## src/design/bffra_pkg.sv

```systemverilog
// Shared types and constants for the bitmap first-fit run allocator.
// Holds the controller state and result enums and the command and status structs.
// No dependencies.
package bffra_pkg;

  // Default geometry of the sector map.
  localparam int MAP_SECTORS_DEF = 32768;
  localparam int DATA_BASE_DEF   = 18;
  localparam int MAX_RUN_DEF     = 2;

  // Fixed field widths of the request and result items.
  localparam int SECTOR_W = 15;
  localparam int COUNT_W  = 2;

  // The usage map is stored as words of this many sector bits.
  localparam int WORD_W = 32;
  localparam int BIT_W  = $clog2(WORD_W);

  // Request operation codes.
  localparam logic OP_REALLOC = 1'b0;
  localparam logic OP_FORMAT  = 1'b1;

  // Controller states.
  typedef enum logic [3:0] {
    ST_CLEAR,
    ST_IDLE,
    ST_DECODE,
    ST_REL_RD,
    ST_REL_WR,
    ST_SCAN_START,
    ST_SCAN,
    ST_MARK_RD,
    ST_MARK_WR,
    ST_FINISH
  } state_e;

  // Which result the output register takes.
  typedef enum logic [1:0] {
    RES_FAIL,
    RES_FORMAT,
    RES_EMPTY,
    RES_FOUND
  } res_e;

  // Commands from the controller to the datapath.
  typedef struct packed {
    logic req_load;
    logic clr_init;
    logic clr_write;
    logic k_clr;
    logic k_inc;
    logic upd_rd;
    logic upd_wr;
    logic upd_set;
    logic scan_init;
    logic scan_next;
    logic hit_load;
    logic out_load;
    res_e res;
  } cmd_t;

  // Status from the datapath to the controller.
  typedef struct packed {
    logic req_op;
    logic req_reject;
    logic old_zero;
    logic new_zero;
    logic scan_off;
    logic rel_beyond;
    logic rel_k_last;
    logic mark_k_last;
    logic clr_last;
    logic scan_hit;
    logic scan_last;
    logic out_busy;
  } sts_t;

endpackage

```

## src/design/bffra_ctrl.sv

```systemverilog
// Controller state machine of the run allocator.
// Sequences clearing, release, first-fit scan, marking and result hand-off.
// Depends on bffra_pkg.
module bffra_ctrl import bffra_pkg::*; (
  input  logic clk_i,
  input  logic rst_ni,
  input  logic in_valid_i,
  output logic in_stall_o,
  output cmd_t cmd_o,
  input  sts_t sts_i
);

  state_e state_q, state_d;
  res_e   res_q, res_d;
  logic   fmt_q, fmt_d;
  state_e ar_state;
  res_e   ar_res;

  // State, pending result kind and format flag.
  always_ff @(posedge clk_i or negedge rst_ni) begin
    if (!rst_ni) begin
      state_q <= ST_CLEAR;
      res_q   <= RES_FAIL;
      fmt_q   <= 1'b0;
    end else begin
      state_q <= state_d;
      res_q   <= res_d;
      fmt_q   <= fmt_d;
    end
  end

  // Where to go once the old run has been released.
  always_comb begin
    ar_res = res_q;
    if (sts_i.new_zero) begin
      ar_state = ST_FINISH;
      ar_res   = RES_EMPTY;
    end else if (sts_i.scan_off) begin
      ar_state = ST_FINISH;
      ar_res   = RES_FAIL;
    end else begin
      ar_state = ST_SCAN_START;
    end
  end

  // Next state and commands.
  always_comb begin
    state_d    = state_q;
    res_d      = res_q;
    fmt_d      = fmt_q;
    cmd_o      = '0;
    cmd_o.res  = res_q;
    in_stall_o = (state_q != ST_IDLE);
    unique case (state_q)
      ST_CLEAR: begin
        cmd_o.clr_write = 1'b1;
        if (sts_i.clr_last) begin
          if (fmt_q) begin
            state_d = ST_FINISH;
            res_d   = RES_FORMAT;
            fmt_d   = 1'b0;
          end else begin
            state_d = ST_IDLE;
          end
        end
      end
      ST_IDLE: begin
        if (in_valid_i) begin
          cmd_o.req_load = 1'b1;
          state_d        = ST_DECODE;
        end
      end
      ST_DECODE: begin
        cmd_o.k_clr = 1'b1;
        priority if (sts_i.req_op == OP_FORMAT) begin
          cmd_o.clr_init = 1'b1;
          fmt_d          = 1'b1;
          state_d        = ST_CLEAR;
        end else if (sts_i.req_reject) begin
          res_d   = RES_FAIL;
          state_d = ST_FINISH;
        end else if (sts_i.old_zero) begin
          res_d   = ar_res;
          state_d = ar_state;
        end else begin
          state_d = ST_REL_RD;
        end
      end
      ST_REL_RD: begin
        if (sts_i.rel_beyond) begin
          // Sectors past the end of the map are skipped.
          cmd_o.k_inc = 1'b1;
          if (sts_i.rel_k_last) begin
            res_d   = ar_res;
            state_d = ar_state;
          end
        end else begin
          cmd_o.upd_rd = 1'b1;
          state_d      = ST_REL_WR;
        end
      end
      ST_REL_WR: begin
        cmd_o.upd_wr = 1'b1;
        cmd_o.k_inc  = 1'b1;
        if (sts_i.rel_k_last) begin
          res_d   = ar_res;
          state_d = ar_state;
        end else begin
          state_d = ST_REL_RD;
        end
      end
      ST_SCAN_START: begin
        cmd_o.scan_init = 1'b1;
        state_d         = ST_SCAN;
      end
      ST_SCAN: begin
        priority if (sts_i.scan_hit) begin
          cmd_o.hit_load = 1'b1;
          cmd_o.k_clr    = 1'b1;
          state_d        = ST_MARK_RD;
        end else if (sts_i.scan_last) begin
          res_d   = RES_FAIL;
          state_d = ST_FINISH;
        end else begin
          cmd_o.scan_next = 1'b1;
        end
      end
      ST_MARK_RD: begin
        cmd_o.upd_rd  = 1'b1;
        cmd_o.upd_set = 1'b1;
        state_d       = ST_MARK_WR;
      end
      ST_MARK_WR: begin
        cmd_o.upd_wr  = 1'b1;
        cmd_o.upd_set = 1'b1;
        cmd_o.k_inc   = 1'b1;
        if (sts_i.mark_k_last) begin
          res_d   = RES_FOUND;
          state_d = ST_FINISH;
        end else begin
          state_d = ST_MARK_RD;
        end
      end
      ST_FINISH: begin
        if (!sts_i.out_busy) begin
          cmd_o.out_load = 1'b1;
          state_d        = ST_IDLE;
        end
      end
      default: begin
        state_d = ST_IDLE;
      end
    endcase
  end

  // A found run is marked starting right after the hit.
  a_hit_then_mark: assert property (@(posedge clk_i) disable iff (!rst_ni)
    cmd_o.hit_load |=> cmd_o.upd_rd && cmd_o.upd_set)
    else $error("hit not followed by a mark read");

  // The output register is loaded only when its last result has gone.
  a_load_free: assert property (@(posedge clk_i) disable iff (!rst_ni)
    cmd_o.out_load |-> !sts_i.out_busy)
    else $error("result loaded over a pending one");

  // Every map write of a run update follows the read of the same word.
  a_wr_after_rd: assert property (@(posedge clk_i) disable iff (!rst_ni)
    cmd_o.upd_wr |-> $past(cmd_o.upd_rd) && (cmd_o.upd_set == $past(cmd_o.upd_set)))
    else $error("map write without preceding read");

endmodule

```

## config.mk

```make
export PLATFORM = sky130hd
export DESIGN_NAME = bffra_ctrl
export DESIGN_NICKNAME = d
export VERILOG_FILES = /design/src/design/bffra_pkg.sv /design/src/design/bffra_ctrl.sv
export SDC_FILE = /design/constraint.sdc
export NUM_CORES = 1
export LEC_CHECK = 0
export BUFFER_PORTS_ARGS = -buffer_cell sky130_fd_sc_hd__buf_2
export CAP_MARGIN = 10
export CELL_PAD_IN_SITES_DETAIL_PLACEMENT = 1
export CELL_PAD_IN_SITES_GLOBAL_PLACEMENT = 2
export CORE_MARGIN = 4
export CORE_UTILIZATION = 28
export CTS_BUF_LIST = sky130_fd_sc_hd__clkbuf_16
export DETAILED_ROUTE_END_ITERATION = 10
export PLACE_DENSITY = 0.94
export SYNTH_ARGS = -nofsm -noshare
export SYNTH_HDL_FRONTEND = slang
export SYNTH_SLANG_ARGS = --single-unit
```

## constraint.sdc

```tcl
create_clock -name clk_i -period 3.45 [get_ports clk_i]
set_clock_uncertainty 0.05 [all_clocks]
set_input_delay 0.5175 -clock clk_i [delete_from_list [all_inputs] [get_ports clk_i]]
set_output_delay 0.5175 -clock clk_i [all_outputs]
set_load 0.02 [all_outputs]
```

==> results of run 1 <==
[report_power, final]
part / switching, W / internal [W]
sequential: 0.000104 / 0.000119
combinational: 0.000367 / 0.000255
clock: 0.0000435 / 0.000151
[cells by family (layout without fill, tap and decap cells)]
kind of cell / count (synthesis) / in the layout
DFF: 7 / 7
and+or+nand+nor: 57 / 57
AOI/OAI and AO/OA: 35 / 35
buffers and inverters: 12 / 40
[worst max-delay path: stages (launching register included)]
cell,delay (ns)
dfrtp_1,0.62
nand2b_1,0.35
or4_4,0.57
inv_1,0.07
buf_2,0.15
[cell usage after synthesis, types with 3 or more instances]
cell type	number	area, µm²
dfrtp_1	7	175.2
a211oi_1	3	22.52
buf_2	3	15.01
a21o_1	3	22.52
nand2b_1	6	37.54
nor2b_1	6	37.54
a21oi_1	6	30.03
nand2_1	5	18.77
nand3_1	3	15.01
inv_1	7	26.28
nor2_1	10	37.54
nor3_1	11	55.05
o21ai_0	5	25.02
[worst min path at each step]
| stage | endpoint | slack [ns] | cells after the start |
|---|---|---|---|
| after floorplan | fmt_q | 0.17 | 0 |
| after CTS | res_q[1] | 0.06 | 1 |
| after detailed placement | fmt_q | 0.31 | 1 |
| after global placement | state_q[1] | 0.30 | 1 |
| after global routing | res_q[1] | 0.07 | 1 |
| final | res_q[0] | 0.06 | 1 |
[layer usage]
metal | part of all wire [%] | GRT usage (%) | vias to the layer above | routed length (µm)
met5 | 0 | 0 | - | 0
met4 | 1.5 | 5.234 | 0 | 46
met3 | 4.5 | 3.058 | 5 | 133
met2 | 48 | 26.50 | 27 | 1434
met1 | 46 | 20.61 | 498 | 1359
li1 | - | - | 484 | -
[cells in the final DEF (no fill, tap or decap), types with 3 or more instances in the layout]
master / n
nand2_1: 5
nor3_1: 11
nand2b_1: 6
dfrtp_1: 7
a21oi_1: 6
inv_1: 8
nand3_1: 3
clkbuf_16: 3
nor2_1: 10
o21ai_0: 5
a21o_1: 3
nor2b_1: 6
buf_2: 29
a211oi_1: 3
[flip-flops by register name (all words and copies together) (netlist names)]
| signal | count |
|---|---|
| state_q | 4 |
| res_q | 2 |
| fmt_q | 1 |
[layout make-up]
cell class | count | area [µm²]
clock buffer | 3 | 75.07
multi-input combinational | 92 | 609.3
sequential | 7 | 175.2
fill | 368 | 1732
inverter | 7 | 26.28
clock inverter | 1 | 3.754
timing repair buffer | 29 | 145.1
tap | 31 | 38.79
[per-stage QoR]
step | worst slack (ns) | total power (W)
after floorplan | 1.265 | 0.0006647
after global placement | 1.179 | 0.0008244
after detailed placement | 1.134 | 0.0008429
after CTS | 0.8898 | 0.001046
after global routing | 0.7808 | 0.001119
final | 0.8850 | 0.001039
==> metrics.cfg, run 1 <==
[global_routing]
grt_max_degree=25
antenna_found_initial=0
grt_pass1_vias=1040
grt_usage_pct=15.95
grt_pass1_wl_um=5119
grt.overflow.total=0

[logic_synthesis]
syn_nets=126
synth_top_family_by_area=simple AND/OR/NAND/NOR gates
synth_area_um2=837.1
synth_xor_area_share_pct=0
synth-async-reset-ratio_pct=100.0
syn_inst=111
synth_edf_count=0
dominantRegCellSynth=dfrtp_1
synthMuxAreaShare_pct=0
synthSimpleGateAreaFrac_pct=41.26
ys_seq_elements=7
seq_area_frac_synth_pct=20.93
synth_fa_ha_area_share_pct=0
synthDistinctLibCells=40
synth-compound-area-share_pct=31.54
yosys_warnings=0
avgSynthCellArea_um2=7.541

[drt]
viasPerCell=5.965
wire_per_inst_um=17.49
first_pass_iters=4
wl_um=2973
vias=1014
drc=0
ant_nets=0
drt_iter0_drc=39

[worst_hold_path]
hold_path.class=input pin to async pin

[sta]
clock.fmax_mhz=389.9
setup_tns_ns=0
min_period_over_period_pct=74.35
setup_viol=0
rsz0062_at_grt=false
maxSlewViolCount=0
hold_ws_ns=0.05879
max_slew.worst_pin.slew_ns=0.6884
min_period_ns=2.565
slew_headroom_pct=54.11
finalHoldViolCount=0

[setup_path]
reg2reg_from=state_q[3]
r2r_cells=5
cp-end-kind=output pin
crit_required_ns=2.88
cp.arrival_ns=2.00
critPathLaunchType=flip-flop
crit_path_end=cmd_o[4]
path_max_fanout=24
r2r_slack_ns=1.18
worstReg2RegEnd=res_q[1]
critical_path_class=flip-flop to output pin
startpoint=state_q[3]

[die]
fp.dieH_um=62.68
io_pins=30
rows=19
fp.dieW_um=62.68
start_util_pct=29.84
core_area_um2=2805
die-area_um2=3928

[clocking]
cts_resized=0
cts_buffers=3
clk_pin_slew_ns=0.04
clk_latency_ns=0.23
cts.path.max_buffers=2
numClockSinks=7
post-cts-setup-buffers=0
root_buffer=clkbuf_16
cts_tree=yes
cts-htree-levels=1
cts_hold_buf=0

[run_status]
status=finished clean

[final_layout]
final_core_util_pct=38.27
stdcell_count=170
layout-drive-gt1-share_pct=29.50
num_antenna_cells=0
fin_area_um2=1074
final_net_count=155
syn_to_final_growth_pct=28.25

[placed_design]
dp.cells=166
portBuffers=29
placed_area_um2=994.7
dpl.hpwl_um=2353
place_congestion=0.8329

[power_and_ir_drop]
leakage_nw=0.5050
irDropWorstVdd_mv=0.5107
powerDensity_nw_per_um2=968.1

[flow_run]
cap_viol_max_count=0

No activity file was read; power rests on OpenSTA's default activity.
==> run 2, diff against run 1 <==
--- a/config.mk
+++ b/config.mk
@@ -10,10 +10,10 @@
 export CELL_PAD_IN_SITES_DETAIL_PLACEMENT = 1
 export CELL_PAD_IN_SITES_GLOBAL_PLACEMENT = 2
 export CORE_MARGIN = 4
-export CORE_UTILIZATION = 28
+export CORE_UTILIZATION = 24
 export CTS_BUF_LIST = sky130_fd_sc_hd__clkbuf_16
 export DETAILED_ROUTE_END_ITERATION = 10
-export PLACE_DENSITY = 0.94
+export PLACE_DENSITY = 0.86
 export SYNTH_ARGS = -nofsm -noshare
 export SYNTH_HDL_FRONTEND = slang
 export SYNTH_SLANG_ARGS = --single-unit
==> constraint.sdc (replaced) <==
create_clock -name clk_i -period 2.1 [get_ports clk_i]
set_clock_uncertainty 0.05 [all_clocks]
set_input_delay 0.315 -clock clk_i [delete_from_list [all_inputs] [get_ports clk_i]]
set_output_delay 0.315 -clock clk_i [all_outputs]
set_load 0.02 [all_outputs]
==> run 2 against run 1 <==
Critical path depth up 1. Die area increased by 14%. Clock power grew 62%. Total power up 87%. First-iteration DRC count is 51% higher. Register-to-register slack worse by 1.1 ns. Setup slack got worse by 0.85 ns.
==> metrics.cfg, run 2 (synthesized netlist as in run 1, its figures left out) <==
[clocking]
cts.path.max_buffers=2  ; unchanged
clk_pin_slew_ns=0.04  ; about the same
cts_tree=yes
root_buffer=clkbuf_16
numClockSinks=7  ; unchanged
cts_buffers=3  ; unchanged
clk_latency_ns=0.23  ; about the same
cts-htree-levels=1  ; unchanged

[final_layout]
largest_reg_flops=4  ; unchanged
num_antenna_cells=0  ; unchanged
n_fill_cell=441  ; +20%
layout-drive-gt1-share_pct=40.38  ; +11 points
top_register=state_q
syn_to_final_growth_pct=47.98
mostFrequentLayoutCell=buf_2
final_core_util_pct=36.83  ; -1.4 points
stdcell_count=202  ; +19%
final_net_count=172  ; +11%
top_regs=state_q (4), res_q (2), fmt_q (1)
most-common-layout-cells=buf_2 (28), buf_4 (17), nor3_1 (11), nor2_1 (9), inv_1 (8)

[sta]
min_period_ns=2.068
clock.fmax_mhz=483.4
rsz0062_at_grt=true
slew_headroom_pct=68.60  ; +14 points
max_slew.worst_pin.slew_ns=0.4696  ; -0.2188 ns
setup_viol=0  ; unchanged
maxSlewViolCount=0  ; unchanged
min_period_over_period_pct=98.50
finalHoldViolCount=0  ; unchanged

[global_routing]
busiest_layer=met2
grt_usage_pct=15.47  ; -0.48 points
antenna_found_initial=0  ; unchanged
globalRouteMet1Util_pct=19.20  ; -1.4 points
grt_pass1_vias=1080  ; +3.8%
use_met3_pct=1.518  ; -1.5 points
grt_pass1_wl_um=5306  ; +3.7%
grt.overflow.total=0  ; unchanged
met2_usage_pct=27.48  ; +0.99 points
grt_max_degree=15  ; -40%

[setup_path]
critPathBufInv=3  ; +1
crit_chain=buf_4 -> nand2b_1 -> or4_4 -> inv_1 -> buf_2
cp_top_family=simple AND/OR/NAND/NOR gates
cp.arrival_ns=1.70  ; -0.30 ns
crit_required_ns=1.74  ; -1.14 ns
cp-end-kind=output pin
path_max_fanout=6  ; -75%
critical_path_class=flip-flop to output pin
critPathLaunchType=flip-flop
crit_path_top_delay_cell=or4_4
slowest_delay_ns=0.48  ; -0.14 ns
r2r_slack_ns=0.06  ; -1.12 ns

[flow_run]
cap_viol_max_count=0  ; unchanged

[drt]
drt_iter0_drc=59  ; +51%
wire_per_inst_um=16.76  ; -4.2%
first_pass_iters=5  ; +1
wl_um=3386  ; +14%
viasPerCell=5.287  ; -11%
drc=0  ; unchanged
ant_nets=0  ; unchanged
vias=1068  ; +5.3%

[power_and_ir_drop]
powerDensity_nw_per_um2=1572  ; +62%
leakage_nw=0.5832  ; +16%
irDropWorstVdd_mv=0.5889  ; +15%

[die]
core_area_um2=3363  ; +20%
die-area_um2=4496  ; +14%
fp.dieH_um=67.06  ; +7.0%
io_pins=30  ; unchanged
start_util_pct=24.89  ; -5.0 points
rows=21  ; +2
fp.dieW_um=67.06  ; +7.0%

[worst_hold_path]
hold_path.class=input pin to flip-flop

[placed_design]
portBuffers=29  ; unchanged
place_congestion=0.8637  ; +3.7%
dp.cells=195  ; +17%
dpl.hpwl_um=2724  ; +16%

[run_status]
status=finished clean

run 2: cell count changes in the layout (fill, tap and decap cells not counted), sizes merged:
cell | previous run | this run
buf | 29 | 45
dlygate4sd3 | 0 | 1
run 2: timing repair:
item,4_1_cts,5_1_grt
pin swaps,0,0
endpoints found under the hold margin,7,0
setup endpoints to repair,2,2
gates resized for setup,5,3
hold buffers,1,0
buffers inserted,0,2
run 2: layout make-up:
cell class              instances  area (µm²)  share of cell area, %
clock inverters                 1       3.754                 0.3030
well taps                      46       57.56                  4.646
flip-flops and latches          7       180.2                  14.55
multi-input cells              92       618.1                  49.90
inverters                       7       26.28                  2.121
repair buffers                 46       277.8                  22.42
clock buffers                   3       75.07                  6.061
run 2: power by group:
part / internal (W) / total (W) / leakage, nW / switching [W]
Clock: 0.000247 / 0.000314 / 0.0423 / 0.0000667
Combinational: 0.000585 / 0.00133 / 0.457 / 0.000741
Sequential: 0.000204 / 0.000307 / 0.0838 / 0.000103
run 2: per-stage QoR:
stage | TNS (ns) | hold WS [ns] | worst slack, ns | power, W | cell area (µm²)
finish | 0 | 0.3598 | 0.03151 | 0.001948 | 1239
global route | -0.03028 | 0.3853 | -0.03028 | 0.002100 | 1239
CTS | -0.0002149 | 0.3581 | -0.0002149 | 0.001899 | 1214
detailed placement | -0.007302 | 0.1040 | -0.007302 | 0.001560 | 1119
global placement | 0 | 0.1042 | 0.1619 | 0.001522 | 1119
floorplan | 0 | -0.03059 | 0.1179 | 0.001092 | 837.1
run 2: worst reg2reg max path, stage by stage, from the launching register on:
cell and delay (ns):
dfrtp_2 0.43, buf_4 0.15, or4b_4 0.57, or4_1 0.44, o311a_1 0.15, o211ai_2 0.15
run 2: path summary, 6_finish.rpt:
check	start	endpoint	depth (start not counted)
worst max-delay path	state_q[0]	cmd_o[4]	5
worst min-delay path	sts_i[0]	state_q[3]	3
worst max register to register	state_q[0]	state_q[1]	5
worst min register to register	fmt_q	fmt_q	1
max in group asynchronous	rst_ni	state_q[1]	2
min in group asynchronous	rst_ni	res_q[1]	2
run 2: routing by layer:
metal	part of all wire (%)	wire length, µm	vias up
li1	-	-	521
met1	45	1517	524
met2	51	1737	21
met3	3.5	120	2
met4	0.30	10	0
met5	0	0	-
==> run 3, diff against run 2 <==
--- a/config.mk
+++ b/config.mk
@@ -5,7 +5,7 @@
 export SDC_FILE = /design/constraint.sdc
 export NUM_CORES = 1
 export LEC_CHECK = 0
-export BUFFER_PORTS_ARGS = -buffer_cell sky130_fd_sc_hd__buf_2
+export BUFFER_PORTS_ARGS = -buffer_cell sky130_fd_sc_hd__clkbuf_2
 export CAP_MARGIN = 10
 export CELL_PAD_IN_SITES_DETAIL_PLACEMENT = 1
 export CELL_PAD_IN_SITES_GLOBAL_PLACEMENT = 2
==> run 3 against run 2 <==
Setup slack lost 0.0080 ns. Register-to-register slack got worse by 0.04 ns. Sequential share of layout area down 0.20 points. Die area unchanged. Hold slack got worse by 0.0085 ns. Routed wire length grew 0.24%. Sequential cell count did not move. Clock power rose by 2%. Clock-buffer cell count is the same. Critical endpoint is now res_q[0]. Largest cell class unchanged. Largest power group unchanged. Highest routed layer unchanged.
==> metrics.cfg, run 3 (synthesized netlist as in run 1, its figures left out) <==
[run_status]
status=finished clean

[drt]
viasPerCell=5.197  ; -1.7%
first_pass_iters=4  ; -1
drt_iter0_drc=54  ; -8.5%
ant_nets=0  ; unchanged
wire_per_inst_um=16.72  ; -0.26%
vias=1055  ; -1.2%
drc=0  ; unchanged
wl_um=3394  ; +0.24%

[global_routing]
grt_max_degree=15  ; unchanged
grt_pass1_vias=1071  ; -0.83%
grt_usage_pct=15.91  ; +0.43 points
grt.overflow.total=0  ; unchanged
grt_pass1_wl_um=5388  ; +1.5%
antenna_found_initial=0  ; unchanged

[setup_path]
slowest_delay_ns=0.54  ; +0.06 ns
critical_path_class=flip-flop to flip-flop
crit_chain=buf_4 -> or4b_1 -> a31oi_1 -> a2111o_1 -> nor3_1 -> a221o_1
r2r_slack_ns=0.02  ; -0.04 ns
crit_path_top_delay_cell=or4b_1
cp-end-kind=flip-flop
critPathLaunchType=flip-flop
crit_required_ns=2.16  ; +0.42 ns
path_max_fanout=9  ; +3
cp.arrival_ns=2.14  ; +0.44 ns
reg2reg_from=state_q[1]
worstReg2RegEnd=res_q[0]
r2r_cells=6  ; +1

[power_and_ir_drop]
leakage_nw=0.5903  ; +1.2%
pwr-share-comb_pct=68.3  ; +0.2 points
p_int_w=0.001034  ; -0.26%
irDropWorstVdd_mv=0.5994  ; +1.8%
swShare_pct=47.20  ; +0.40 points
clockPowerShare_pct=16.4  ; +0.3 points
seqPwrFrac_pct=15.4  ; -0.4 points
powerDensity_nw_per_um2=1558  ; -0.90%
netSwitchingPower_w=0.0009239  ; +1.4%

[sta]
layout_setup_ws_ns=0.02353  ; -0.007984 ns
max_slew.worst_pin.slew_ns=0.5335  ; +0.06397 ns
finalHoldViolCount=0  ; unchanged
setup_viol=0  ; unchanged
rsz0062_at_grt=false
clock.fmax_mhz=481.6  ; -0.38%
slew_headroom_pct=64.32  ; -4.3 points
min_period_ns=2.076  ; +0.007983 ns
min_period_over_period_pct=98.88  ; +0.38 points
maxSlewViolCount=0  ; unchanged
setup_tns_ns=0  ; unchanged

[final_layout]
final_net_count=173  ; +0.58%
top_register=state_q
fin_area_um2=1256  ; +1.4%
regArea_um2=180.2  ; unchanged
syn_to_final_growth_pct=50.07
largest_reg_flops=4  ; unchanged
mostFrequentLayoutCell=clkbuf_2
num_antenna_cells=0  ; unchanged
top_regs=state_q (4), res_q (2), fmt_q (1)
n_fill_cell=440  ; -0.23%
layout-drive-gt1-share_pct=42.04  ; +1.7 points
most-common-layout-cells=clkbuf_2 (28), buf_4 (17), nor3_1 (10), nor2_1 (9), inv_1 (8)
multiInputGateArea_um2=628.1  ; +1.6%

[clocking]
cts_buffers=3  ; unchanged
numClockSinks=7  ; unchanged
cts_tree=yes
clk_latency_ns=0.23  ; about the same
clk_pin_slew_ns=0.04  ; about the same
cts.path.max_buffers=2  ; unchanged
root_buffer=clkbuf_16
cts-htree-levels=1  ; unchanged

[die]
fp.dieW_um=67.06  ; unchanged
start_util_pct=24.89  ; unchanged
fp.dieH_um=67.06  ; unchanged
io_pins=30  ; unchanged
rows=21  ; unchanged
die-area_um2=4496  ; unchanged
core_area_um2=3363  ; unchanged

[worst_hold_path]
hold_path.class=input pin to flip-flop
min_from=sts_i[0]
whs_path_depth=3  ; unchanged
hold_path_end=state_q[3]

[placed_design]
place_congestion=0.9089  ; +5.2%
dpl.hpwl_um=2746  ; +0.81%
portBuffers=29  ; unchanged
dp_slack_ns=0.08560  ; +0.09290 ns
placed_area_um2=1111  ; -0.67%

[flow_run]
cap_viol_max_count=0  ; unchanged

run 3: worst max path at each step:
| stage | start | to | slack [ns] | cells after the start |
|---|---|---|---|---|
| final | state_q[1] | res_q[0] | 0.02 | 6 |
| after detailed placement | state_q[3] | state_q[0] | 0.09 | 6 |
| after global placement | state_q[3] | state_q[0] | 0.11 | 6 |
| after floorplan | state_q[3] | cmd_o[9] | 0.12 | 5 |
| after CTS | state_q[1] | cmd_o[4] | 0.01 | 5 |
| after global routing | state_q[1] | res_q[0] | 0.002 | 6 |
run 3: per-layer routing:
metal / GRT usage [%] / wire length, µm
met4: 3.797 / 30
met1: 19.35 / 1446
met5: 0 / 0
met3: 2.192 / 120
met2: 28.96 / 1796
run 3: critical path: cells and delay by family (launching register included):
family                 cells  cell delay, ns
flip-flops                 1            0.46
AO/OA/AOI/OAI              3            0.66
buffers and inverters      1            0.16
AND/OR/NAND/NOR            2            0.62
run 3: cell type report:
| cell class | instances | area share (%) |
|---|---|---|
| clock inverter | 1 | 0.2988 |
| sequential | 7 | 14.34 |
| tap | 46 | 4.582 |
| multi-input combinational | 92 | 50.00 |
| timing repair buffer | 47 | 22.71 |
| clock buffer | 3 | 5.976 |
| inverter | 7 | 2.092 |
run 3: power groups by stage:
stage / Clock [W] / Sequential (W) / Combinational, W
after floorplan: 0 / 0.000272 / 0.000820
after global placement: 0 / 0.000302 / 0.00122
after detailed placement: 0 / 0.000309 / 0.00124
after CTS: 0.000328 / 0.000301 / 0.00129
after global routing: 0.000333 / 0.000311 / 0.00146
final: 0.000321 / 0.000301 / 0.00134
run 3: per-stage QoR:
step | util, % | hold slack, ns | instances | power (W)
2_1_floorplan | - | -0.03059 | 111 | 0.001092
3_3_place_gp | 33.04 | 0.1060 | 194 | 0.001519
3_5_place_dp | 33.04 | 0.1085 | 194 | 0.001553
4_1_cts | 36.31 | 0.3646 | 201 | 0.001914
5_1_grt | 37.35 | 0.3934 | 203 | 0.002101
6_report | 37.35 | 0.3513 | 203 | 0.001958
run 3: repair_timing:
| item | in CTS | in global routing |
|---|---|---|
| buffers inserted | 2 | 2 |
| resized for setup | 4 | 5 |
| hold buffers | 1 | 0 |
| pin swaps | 1 | 2 |
| endpoints found under the setup margin | 1 | 7 |
| endpoints found under the hold margin | 7 | 0 |
